$ cat src/hdl/swt_pkg.sv
`timescale 1ns / 1ps
`default_nettype none

package swt_pkg;

  // Result kinds, carried on tuser
  typedef enum logic [1:0] {
    KIND_CHAR = 2'd0,
    KIND_END  = 2'd1,
    KIND_OK   = 2'd2,
    KIND_ERR  = 2'd3
  } kind_e;

  // Line error codes
  localparam logic [2:0] ERR_NONE     = 3'd0;
  localparam logic [2:0] ERR_LONG     = 3'd1;
  localparam logic [2:0] ERR_MANY     = 3'd2;
  localparam logic [2:0] ERR_UNCLOSED = 3'd3;
  localparam logic [2:0] ERR_CAP      = 3'd4;

  // Quote modes
  localparam logic [1:0] QM_NONE   = 2'd0;
  localparam logic [1:0] QM_SINGLE = 2'd1;
  localparam logic [1:0] QM_DOUBLE = 2'd2;

  // Pending escape states
  localparam logic [1:0] ESC_NONE   = 2'd0;
  localparam logic [1:0] ESC_PLAIN  = 2'd1;
  localparam logic [1:0] ESC_DQUOTE = 2'd2;

  // Special bytes
  localparam logic [7:0] CH_SQUOTE = 8'h27;
  localparam logic [7:0] CH_DQUOTE = 8'h22;
  localparam logic [7:0] CH_BSLASH = 8'h5c;
  localparam logic [7:0] CH_DOLLAR = 8'h24;
  localparam logic [7:0] CH_NL     = 8'h0a;
  localparam logic [7:0] CH_SPACE  = 8'h20;
  localparam logic [7:0] CH_TAB    = 8'h09;

  // Field widths
  localparam int unsigned CAP_W  = 9;
  localparam int unsigned TLEN_W = 7;
  localparam logic [CAP_W-1:0] CAP_RESET = 9'd64;

  // One result item
  typedef struct packed {
    kind_e             kind;
    logic [7:0]        ch;
    logic [7:0]        idx;
    logic [TLEN_W-1:0] len;
    logic [2:0]        err;
    logic              last;
  } res_t;

endpackage

`default_nettype wire

$ cat src/hdl/shell_word_tokenizer_core.sv
`timescale 1ns / 1ps
`default_nettype none

// Channel   Direction  Handshake                      Content
// s_axis    in         s_axis_tvalid / s_axis_tready  byte, line end on tlast
// m_axis    out        m_axis_tvalid / m_axis_tready  result, kind on tuser
// cfg       in         cfg_valid_i / cfg_ready_o      token capacity
//
// One item per cycle enters the input register; the step logic turns it into
// zero, one or two results in the same cycle and pushes them into a 4-entry
// result queue. An item passes through the input register and the result queue
// before its first result is valid.
// Reset clears all line state and sets the capacity to 64.
// A stalled output fills the queue; the step waits while fewer than two
// entries are free, and the input register then stops taking items.

module shell_word_tokenizer_core #(
  parameter int unsigned TOKEN_BUFFER_BYTES = 128
) (
  input  wire logic        clk_i,
  input  wire logic        rst_ni,
  // input item
  input  wire logic        s_axis_tvalid,
  output logic             s_axis_tready,
  input  wire logic [7:0]  s_axis_tdata,   // [7:0] char_in
  input  wire logic        s_axis_tlast,   // line_end
  // result item
  output logic             m_axis_tvalid,
  input  wire logic        m_axis_tready,
  output logic [31:0]      m_axis_tdata,   // [7:0] char_value, [15:8] token_index,
                                           // [22:16] token_length, [25:23] error_code
  output logic [1:0]       m_axis_tuser,   // [1:0] kind
  output logic             m_axis_tlast,   // last
  // configuration
  input  wire logic        cfg_valid_i,
  output logic             cfg_ready_o,
  input  wire logic [swt_pkg::CAP_W-1:0] cfg_data_i  // token_capacity
);

  import swt_pkg::*;

  localparam int unsigned LEN_W = (TOKEN_BUFFER_BYTES > 2) ? $clog2(TOKEN_BUFFER_BYTES) : 1;
  localparam logic [LEN_W-1:0] LEN_MAX = LEN_W'(TOKEN_BUFFER_BYTES - 1);

  // Input register
  logic       inv_q;
  logic [7:0] char_q;
  logic       end_q;

  // Line state and capacity
  logic [1:0]       qm_q, qm_d;
  logic [1:0]       pe_q, pe_d;
  logic [LEN_W-1:0] len_q, len_d;
  logic [7:0]       tok_q, tok_d;
  logic [2:0]       err_q, err_d;
  logic [CAP_W-1:0] cap_q;

  // Result queue
  res_t       fifo_q [4];
  logic [1:0] wr_q, rd_q;
  logic [2:0] cnt_q;

  logic       proc_fire;
  logic       pop;
  logic [1:0] nres;
  res_t       res_v [2];
  logic [7:0] max_tok;

  assign cfg_ready_o   = 1'b1;
  assign proc_fire     = inv_q && (cnt_q <= 3'd2);
  assign s_axis_tready = !inv_q || proc_fire;
  assign pop           = m_axis_tvalid && m_axis_tready;
  assign max_tok       = (cap_q > 9'd256) ? 8'd255 : 8'(cap_q - 9'd1);

  // Take a new item whenever the register empties
  always_ff @(posedge clk_i or negedge rst_ni) begin
    if (!rst_ni) begin
      inv_q <= 1'b0;
    end else if (s_axis_tready) begin
      inv_q <= s_axis_tvalid;
    end
  end

  always_ff @(posedge clk_i) begin
    if (s_axis_tready && s_axis_tvalid) begin
      char_q <= s_axis_tdata;
      end_q  <= s_axis_tlast;
    end
  end

  // Step logic: one item in, up to two results out
  always_comb begin
    logic [1:0] app_n;
    logic [7:0] app_c [2];
    logic       fin;
    qm_d     = qm_q;
    pe_d     = pe_q;
    len_d    = len_q;
    tok_d    = tok_q;
    err_d    = err_q;
    nres     = 2'd0;
    res_v[0] = '0;
    res_v[1] = '0;
    app_n    = 2'd0;
    app_c[0] = char_q;
    app_c[1] = char_q;
    fin      = 1'b0;

    if (err_d == ERR_NONE && cap_q < 9'd2) begin
      err_d = ERR_CAP;
    end

    // Decode the byte against quote and escape state
    if (!end_q && err_d == ERR_NONE) begin
      case (pe_d)
        ESC_PLAIN: begin
          pe_d  = ESC_NONE;
          app_n = 2'd1;
        end
        ESC_DQUOTE: begin
          pe_d = ESC_NONE;
          if (char_q == CH_DQUOTE || char_q == CH_BSLASH ||
              char_q == CH_DOLLAR || char_q == CH_NL) begin
            app_n = 2'd1;
          end else begin
            // keep the backslash, then the byte itself
            app_n    = 2'd2;
            app_c[0] = CH_BSLASH;
          end
        end
        default: begin
          if (char_q == CH_SQUOTE) begin
            if (qm_d == QM_NONE) qm_d = QM_SINGLE;
            else if (qm_d == QM_SINGLE) qm_d = QM_NONE;
            else app_n = 2'd1;
          end else if (char_q == CH_DQUOTE) begin
            if (qm_d == QM_NONE) qm_d = QM_DOUBLE;
            else if (qm_d == QM_DOUBLE) qm_d = QM_NONE;
            else app_n = 2'd1;
          end else if (char_q == CH_BSLASH && qm_d == QM_DOUBLE) begin
            pe_d = ESC_DQUOTE;
          end else if (char_q == CH_BSLASH && qm_d == QM_NONE) begin
            pe_d = ESC_PLAIN;
          end else if (qm_d == QM_NONE && (char_q == CH_SPACE || char_q == CH_TAB)) begin
            fin = 1'b1;
          end else begin
            app_n = 2'd1;
          end
        end
      endcase
    end

    // Append characters with the length check
    for (int i = 0; i < 2; i++) begin
      if (2'(i) < app_n) begin
        if (len_d >= LEN_MAX) begin
          err_d = ERR_LONG;
        end else begin
          res_v[nres[0]].kind = KIND_CHAR;
          res_v[nres[0]].ch   = app_c[i];
          res_v[nres[0]].idx  = tok_d;
          nres  = nres + 2'd1;
          len_d = len_d + 1'b1;
        end
      end
    end

    // Line end: check quotes before closing the pending token
    if (end_q && err_d == ERR_NONE) begin
      pe_d = ESC_NONE;
      if (qm_d != QM_NONE) err_d = ERR_UNCLOSED;
      else fin = 1'b1;
    end

    // Close the current token, dropping empty ones; too many tokens flags an error
    if (fin && len_d != '0) begin
      if (tok_d >= max_tok) begin
        err_d = ERR_MANY;
      end else begin
        res_v[nres[0]].kind = KIND_END;
        res_v[nres[0]].idx  = tok_d;
        res_v[nres[0]].len  = TLEN_W'(len_d);
        nres  = nres + 2'd1;
        tok_d = tok_d + 8'd1;
        len_d = '0;
      end
    end

    // Report line status and clear line state
    if (end_q) begin
      res_v[nres[0]].kind = (err_d == ERR_NONE) ? KIND_OK : KIND_ERR;
      res_v[nres[0]].idx  = tok_d;
      res_v[nres[0]].err  = err_d;
      nres  = nres + 2'd1;
      qm_d  = QM_NONE;
      pe_d  = ESC_NONE;
      len_d = '0;
      tok_d = 8'd0;
      err_d = ERR_NONE;
    end

    // Mark the final result of this item
    if (nres == 2'd2) res_v[1].last = 1'b1;
    else if (nres == 2'd1) res_v[0].last = 1'b1;
  end

  // Advance line state and capacity
  always_ff @(posedge clk_i or negedge rst_ni) begin
    if (!rst_ni) begin
      qm_q  <= QM_NONE;
      pe_q  <= ESC_NONE;
      len_q <= '0;
      tok_q <= 8'd0;
      err_q <= ERR_NONE;
      cap_q <= CAP_RESET;
    end else begin
      if (proc_fire) begin
        qm_q  <= qm_d;
        pe_q  <= pe_d;
        len_q <= len_d;
        tok_q <= tok_d;
        err_q <= err_d;
      end
      if (cfg_valid_i && cfg_ready_o) begin
        cap_q <= cfg_data_i;
      end
    end
  end

  // Queue pointers and fill count
  always_ff @(posedge clk_i or negedge rst_ni) begin
    if (!rst_ni) begin
      wr_q  <= 2'd0;
      rd_q  <= 2'd0;
      cnt_q <= 3'd0;
    end else begin
      if (proc_fire) wr_q <= wr_q + nres;
      if (pop) rd_q <= rd_q + 2'd1;
      cnt_q <= cnt_q + (proc_fire ? {1'b0, nres} : 3'd0) - {2'b00, pop};
    end
  end

  // Write the results of one item
  always_ff @(posedge clk_i) begin
    if (proc_fire && nres != 2'd0) begin
      fifo_q[wr_q] <= res_v[0];
    end
    if (proc_fire && nres == 2'd2) begin
      fifo_q[wr_q + 2'd1] <= res_v[1];
    end
  end

  // Drive the result channel from the queue head
  assign m_axis_tvalid = (cnt_q != 3'd0);
  assign m_axis_tdata  = {6'b0, fifo_q[rd_q].err, fifo_q[rd_q].len,
                          fifo_q[rd_q].idx, fifo_q[rd_q].ch};
  assign m_axis_tuser  = fifo_q[rd_q].kind;
  assign m_axis_tlast  = fifo_q[rd_q].last;

  // Assertions
  a_cnt_bound: assert property (@(posedge clk_i) disable iff (!rst_ni)
    cnt_q <= 3'd4)
    else $error("result queue over its depth");

  a_esc_in_dq: assert property (@(posedge clk_i) disable iff (!rst_ni)
    pe_q == ESC_DQUOTE |-> qm_q == QM_DOUBLE)
    else $error("double-quote escape pending outside double quotes");

  a_line_clear: assert property (@(posedge clk_i) disable iff (!rst_ni)
    proc_fire && end_q |=> qm_q == QM_NONE && tok_q == 8'd0 && len_q == '0 &&
                          err_q == ERR_NONE)
    else $error("line state not cleared after line end");

  a_status_last: assert property (@(posedge clk_i) disable iff (!rst_ni)
    m_axis_tvalid && (m_axis_tuser == KIND_OK || m_axis_tuser == KIND_ERR) |->
      m_axis_tlast)
    else $error("line status not marked last");

  a_char_noerr: assert property (@(posedge clk_i) disable iff (!rst_ni)
    m_axis_tvalid && m_axis_tuser == KIND_CHAR |-> m_axis_tdata[25:23] == ERR_NONE)
    else $error("token character carries an error code");

endmodule

`default_nettype wire

$ cat config.mk
export PLATFORM = sky130hd
export DESIGN_NAME = shell_word_tokenizer_core
export DESIGN_NICKNAME = d
export VERILOG_FILES = /design/src/hdl/swt_pkg.sv /design/src/hdl/shell_word_tokenizer_core.sv
export SDC_FILE = /design/constraint.sdc
export NUM_CORES = 1
export LEC_CHECK = 0
export ABC_AREA = 0
export BUFFER_PORTS_ARGS = -buffer_cell sky130_fd_sc_hd__buf_2
export CAP_MARGIN = 20
export CORE_MARGIN = 1.5
export CORE_UTILIZATION = 45
export DETAILED_ROUTE_END_ITERATION = 16
export HOLD_SLACK_MARGIN = 0.15
export SKIP_CTS_REPAIR_TIMING = 1
export SLEW_MARGIN = 0
export SYNTH_ARGS = -nofsm -noshare
export SYNTH_HDL_FRONTEND = slang
export SYNTH_SLANG_ARGS = --single-unit
$ cat constraint.sdc
create_clock -name clk_i -period 7.24 [get_ports clk_i]
set_clock_uncertainty 0.1 [all_clocks]
set_input_delay 0.362 -clock clk_i [delete_from_list [all_inputs] [get_ports clk_i]]
set_output_delay 0.362 -clock clk_i [all_outputs]
set_load 0.02 [all_outputs]
* Word level (Yosys, flattened, before mapping)
Memory sizes are Yosys's and may differ from the RTL's.
Cells that the tools add are included.
** Word-level totals
- Bits in registers :: 48
- Memory bits (writable) :: 116
- Input port bits :: 23
- Output and inout bits :: 38
- Logic and storage cells :: 204
- Memories :: 1
** Memories
- fifo_q :: words 4, width 29, read ports 1, clocked after Yosys merged registers in 0, write ports 2, line shell_word_tokenizer_core.sv:59 : res_t fifo_q [4];
** Cells by class
- Add/sub/neg operators :: 12
- $lt $le $gt $ge :: 14
- Equality and inequality tests :: 15
- Mux-type cells :: 112
- Bitwise gates (word level) :: 3
- Reductions and logical operators :: 35
** Operators with widths (number)
- $bwmux 58 :: 9
- $mux 58 :: 5
- $demux 29 s1 :: 9
- $mux 29 :: 3
- $mux 19 :: 3
- $mux 8 :: 7
- $mux 2 :: 27
- $mux 7 :: 7
- $eq 8x6->1 const B :: 4
- $mux 16 :: 2
- $mux 3 :: 10
- $mux 27 :: 1
- $mux 1 :: 26
- $eq 8x4->1 const B :: 2
- $logic_and 1x1->1 :: 15
- $add 7x1->7 const B :: 2
- $ge 7x7->1 const B :: 2
- $logic_not 3->1 :: 4
- $mux 11 :: 1
- $add 2x1->2 const B :: 5
- $gt 9x9->1 const B :: 1
- $lt 9x2->1 const B :: 1
- $add 8x1->8 const B :: 1
- $eq 8x7->1 const B :: 1
- 24 further kinds :: 43

* Longest topological paths before layout
- Word-level depth :: 33
- Mapped depth :: 25
- Depth with buffers taken out :: 22

* Worst setup path after synthesis
No wires, ideal clock.
- Path kind :: reg2reg
- Start :: register cap_q[4]
- End :: memory fifo_q[3][0] (netlist bit), enable pin
- Library setup time :: 458 ps
- Arrival time :: 6070 ps
- Path slack :: 612 ps
- Stages on the path, launching flop included :: 22
- Cells stage by stage :: dfrtp_1 > nor4_1 > nand2b_1 > o31a_1 > nand2b_1 > ha_1 > nand2b_1 > a21oi_1 > nor2b_1 > o21ai_0 > a21o_1 > a21oi_1 > clkbuf_1 > inv_1 > ha_1 > nand2_1 > a211o_1 > buf_6 > buf_2 > nand2_1 > o21ai_0 > nor3b_1
** RTL lines
- start: declaration :: line shell_word_tokenizer_core.sv:56 : logic [CAP_W-1:0] cap_q;
- start signal: assignment :: line shell_word_tokenizer_core.sv:225 : cap_q <= cfg_data_i;
- end: declaration :: line shell_word_tokenizer_core.sv:59

==> key figures <==
Critical path
  • CP required: 7.32 ns
  • Peak fanout along the critical path: 15
  • Crit. End Element: flip-flop
  • CP Class: flip-flop to flip-flop
  • Startpoint types: flip-flop
  • Data arrival time of the critical path: around 6.5 ns

Clock tree
  • H-tree levels: 4
  • Clk buf depth: 2
  • TritonCTS clock tree: done
  • Total CTS buffers: 17
  • Clk root buf: clkbuf_16
  • Sink Count: 164
  • Worst-Skew Late Latency: roughly 0.44 ns
  • Worst-path clk slew: 0.07 ns

Floorplanning
  • Die area: approximately 22000 um2
  • Initial Util: 0.463
  • FP Rows: 52
  • Io pins: 61
  • Die width: 148 um
  • Core area: around 20000 um2
  • Die Y-Extent: about 150 um

Global route
  • Total track usage: 0.215
  • Largest net degree at the start of global routing: 40
  • Layer with the highest usage: met2
  • Initial antenna violation count: 0
  • Grt met2 use: 0.357
  • First-pass GRT wire length: roughly 36 mm
  • Met3 Use GR: 0.0370
  • Vias in the first global route: roughly 6700
  • Remaining Overflow, GRT: 0
  • Grt met1 use: 0.294

Routing
  • Post-route DRC: 0
  • Initial drt markers: about 470
  • Drt wl/cell: roughly 20 um
  • Total Wirelength: about 23 mm
  • Pre-antenna DRT Iters: 5
  • Final ANT Viol Nets: 0
  • Via count: around 6800
  • Avg Vias per Cell: between 5 and 6

Logic synthesis
  • Largest cells by area after synthesis: edfxtp_1 (40%), dfrtp_1 (10%), mux4_2 (6.9%)
  • Top cell type by total area after synthesis: edfxtp_1
  • Post-synthesis cell area: roughly 9500 um2
  • Top-area cell type share of the netlist area: 0.397
  • Synth warnings: 0
  • Post-synthesis sequential area ratio: 0.500
  • Mapped Cells: 819
  • Ys async rst share: 0.238
  • Top FF cell, synth: edfxtp_1
  • Post-synth EDFFs: 125
  • Syn avg cell area: ~12 um2
  • Synth Register Bits: around 160
  • Synth cell types: between 70 and 80

Place
  • Post-detail-place hpwl: about 16 mm
  • Port Buffers: 53
  • Gp weighted congestion: ~0.91
  • Placed Instances: about 1100

Finish
  • Antenna diode count: 0
  • Layout cell share with drive strength beyond 1: 0.191
  • Nets: 926
  • P&R area growth vs syn: 13.8%
  • Non-filler instance count after layout: between 1000 and 1500

STA
  • Post-Route Setup TNS: 0 ns
  • Worst-margin pin slew: roughly 0.96 ns
  • Final setup fails: 0
  • Max transition margin: 0.362
  • Final hold vios: 0
  • Fmax: 155 MHz
  • Minimum clock period: ~6.5 ns
  • Max Slew Vio Count: 0
  • RSZ-0062 raised after global routing: no
  • Period utilisation layout: 0.891

Power
  • Static Leakage: 4.13 nW
  • Pwr/cell area: around 370 nW/um2
  • Worst IR Drop VDD: 0.201 mV

Outcome
  • Status: completed

Hold path
  • Worst Hold Class: input port to flip-flop

Run
  • Max-cap violations: 0
[power breakdown]
group          total [mW]  internal, mW  leakage, nW  switching (mW)
Clock               0.920         0.519        0.287           0.402
Combinational        1.63         0.664         2.19           0.969
Sequential           1.48          1.30         1.65           0.182
Total                4.03          2.48         4.13            1.55
[stage by stage]
| step | hold slack, ns | setup slack [ns] | area (um2) | util | power [mW] |
|---|---|---|---|---|---|
| 2_1_floorplan | -0.0336 | 0.612 | 9480 | - | 2.65 |
| 3_3_place_gp | 0.404 | 1.13 | 9940 | 0.487 | 3.06 |
| 3_5_place_dp | 0.420 | 0.882 | 9940 | 0.487 | 3.11 |
| 4_1_cts | -0.0198 | 0.873 | 10500 | 0.516 | 4.03 |
| 5_1_grt | 0.190 | 0.388 | 10800 | 0.527 | 4.27 |
| 6_report | 0.175 | 0.787 | 10800 | 0.527 | 4.03 |
[logic make-up (layout without fill, tap and decap cells)]
logic type | after synthesis | count (layout) | share of synthesized area
DFF | 164 | 164 | 0.500
AOI/OAI and AO/OA | 182 | 182 | 0.139
other | 2 | 7 | 0.000794
adders and majority gates | 27 | 27 | 0.0365
and+or+nand+nor | 252 | 252 | 0.133
xor gates and xnor gates | 18 | 18 | 0.0167
buffers and inverters | 85 | 150 | 0.0394
muxes | 89 | 89 | 0.135
[path summary, 6_finish.rpt]
| check | startpoint | to | cells past startpoint | slack [ns] |
|---|---|---|---|---|
| max | cap_q[5] | fifo_q[1][25] | 18 | 0.79 |
| max in group asynchronous | rst_ni | rd_q[0] | 2 | 5.87 |
| min | cfg_valid_i | cap_q[0] | 2 | 0.17 |
| min in group asynchronous | rst_ni | pe_q[1] | 2 | 0.50 |
| min reg2reg | cnt_q[0] | cnt_q[0] | 1 | 0.44 |
| max reg2reg | cap_q[5] | fifo_q[1][25] | 18 | 0.79 |
[synthesized netlist by cell type, types with 4 or more instances]
library cell	count
a21o_1	19
a21oi_1	35
a22o_1	7
a31oi_1	11
and2_1	20
and3_1	5
buf_2	7
buf_4	10
clkbuf_1	34
dfrtp_1	38
edfxtp_1	125
ha_1	26
inv_1	30
mux2_2	17
mux2i_1	43
mux4_2	29
nand2_1	54
nand2b_1	11
nand3_1	19
nor2_1	72
nor2b_1	8
nor3_1	17
nor4_1	12
o21a_1	8
o21ai_0	39
o22ai_1	4
o311a_1	4
o31a_1	7
or2_2	4
or3_1	9
xnor2_1	10
xor2_1	8
[registers in the layout, summed over array words and instances (netlist names)]
name	count
fifo_q	116
cap_q	9
char_q	8
tok_q	8
len_q	7
cnt_q	3
err_q	3
pe_q	2
qm_q	2
rd_q	2
wr_q	2
end_q	1
inv_q	1
[placed cells by master (no fill, tap or decap), drive strengths merged, types with 20 or more instances in the layout]
cell type    netlist  final
mux2i             43     43
dlygate4sd3        0     20
dfrtp             38     38
nand2             54     54
inv               30     35
and2              21     21
a21oi             36     36
edfxtp           125    125
nor2              72     72
ha                26     26
o21ai             42     42
mux4              29     29
buf               21     68
[routing by layer]
| layer | part of all wire | up-vias | wire, um |
|---|---|---|---|
| li1 | - | 3194 | - |
| met1 | 0.45 | 3430 | 10200 |
| met2 | 0.49 | 195 | 11000 |
| met3 | 0.047 | 27 | 1070 |
| met4 | 0.014 | 0 | 316 |
| met5 | 0 | - | 0 |
[critical path: stages (launching register included)]
cell	delay (ns)
dfrtp_1	0.42
nor4_1	0.46
nand2b_1	0.13
o31a_1	0.34
nand2b_1	0.18
ha_1	0.26
nand2b_1	0.09
a21oi_1	0.06
nor2b_1	0.10
o21ai_0	0.07
a21o_1	0.16
a21oi_1	0.72
inv_1	0.30
ha_1	0.46
nand2_1	0.24
a211o_1	0.62
a2111oi_4	0.97
mux2i_1	0.27
a21o_1	0.24
[area by class of cell]
class,instances,area (um2)
Fill cell,1791,9660
Sequential cell,164,4730
Multi-Input combinational cell,575,4390
Timing Repair Buffer,88,598
Clock buffer,18,429
Tap cell,270,338
Clock inverter,14,169
Inverter,30,113
Note: power is estimated with default switching activity, not from simulation.
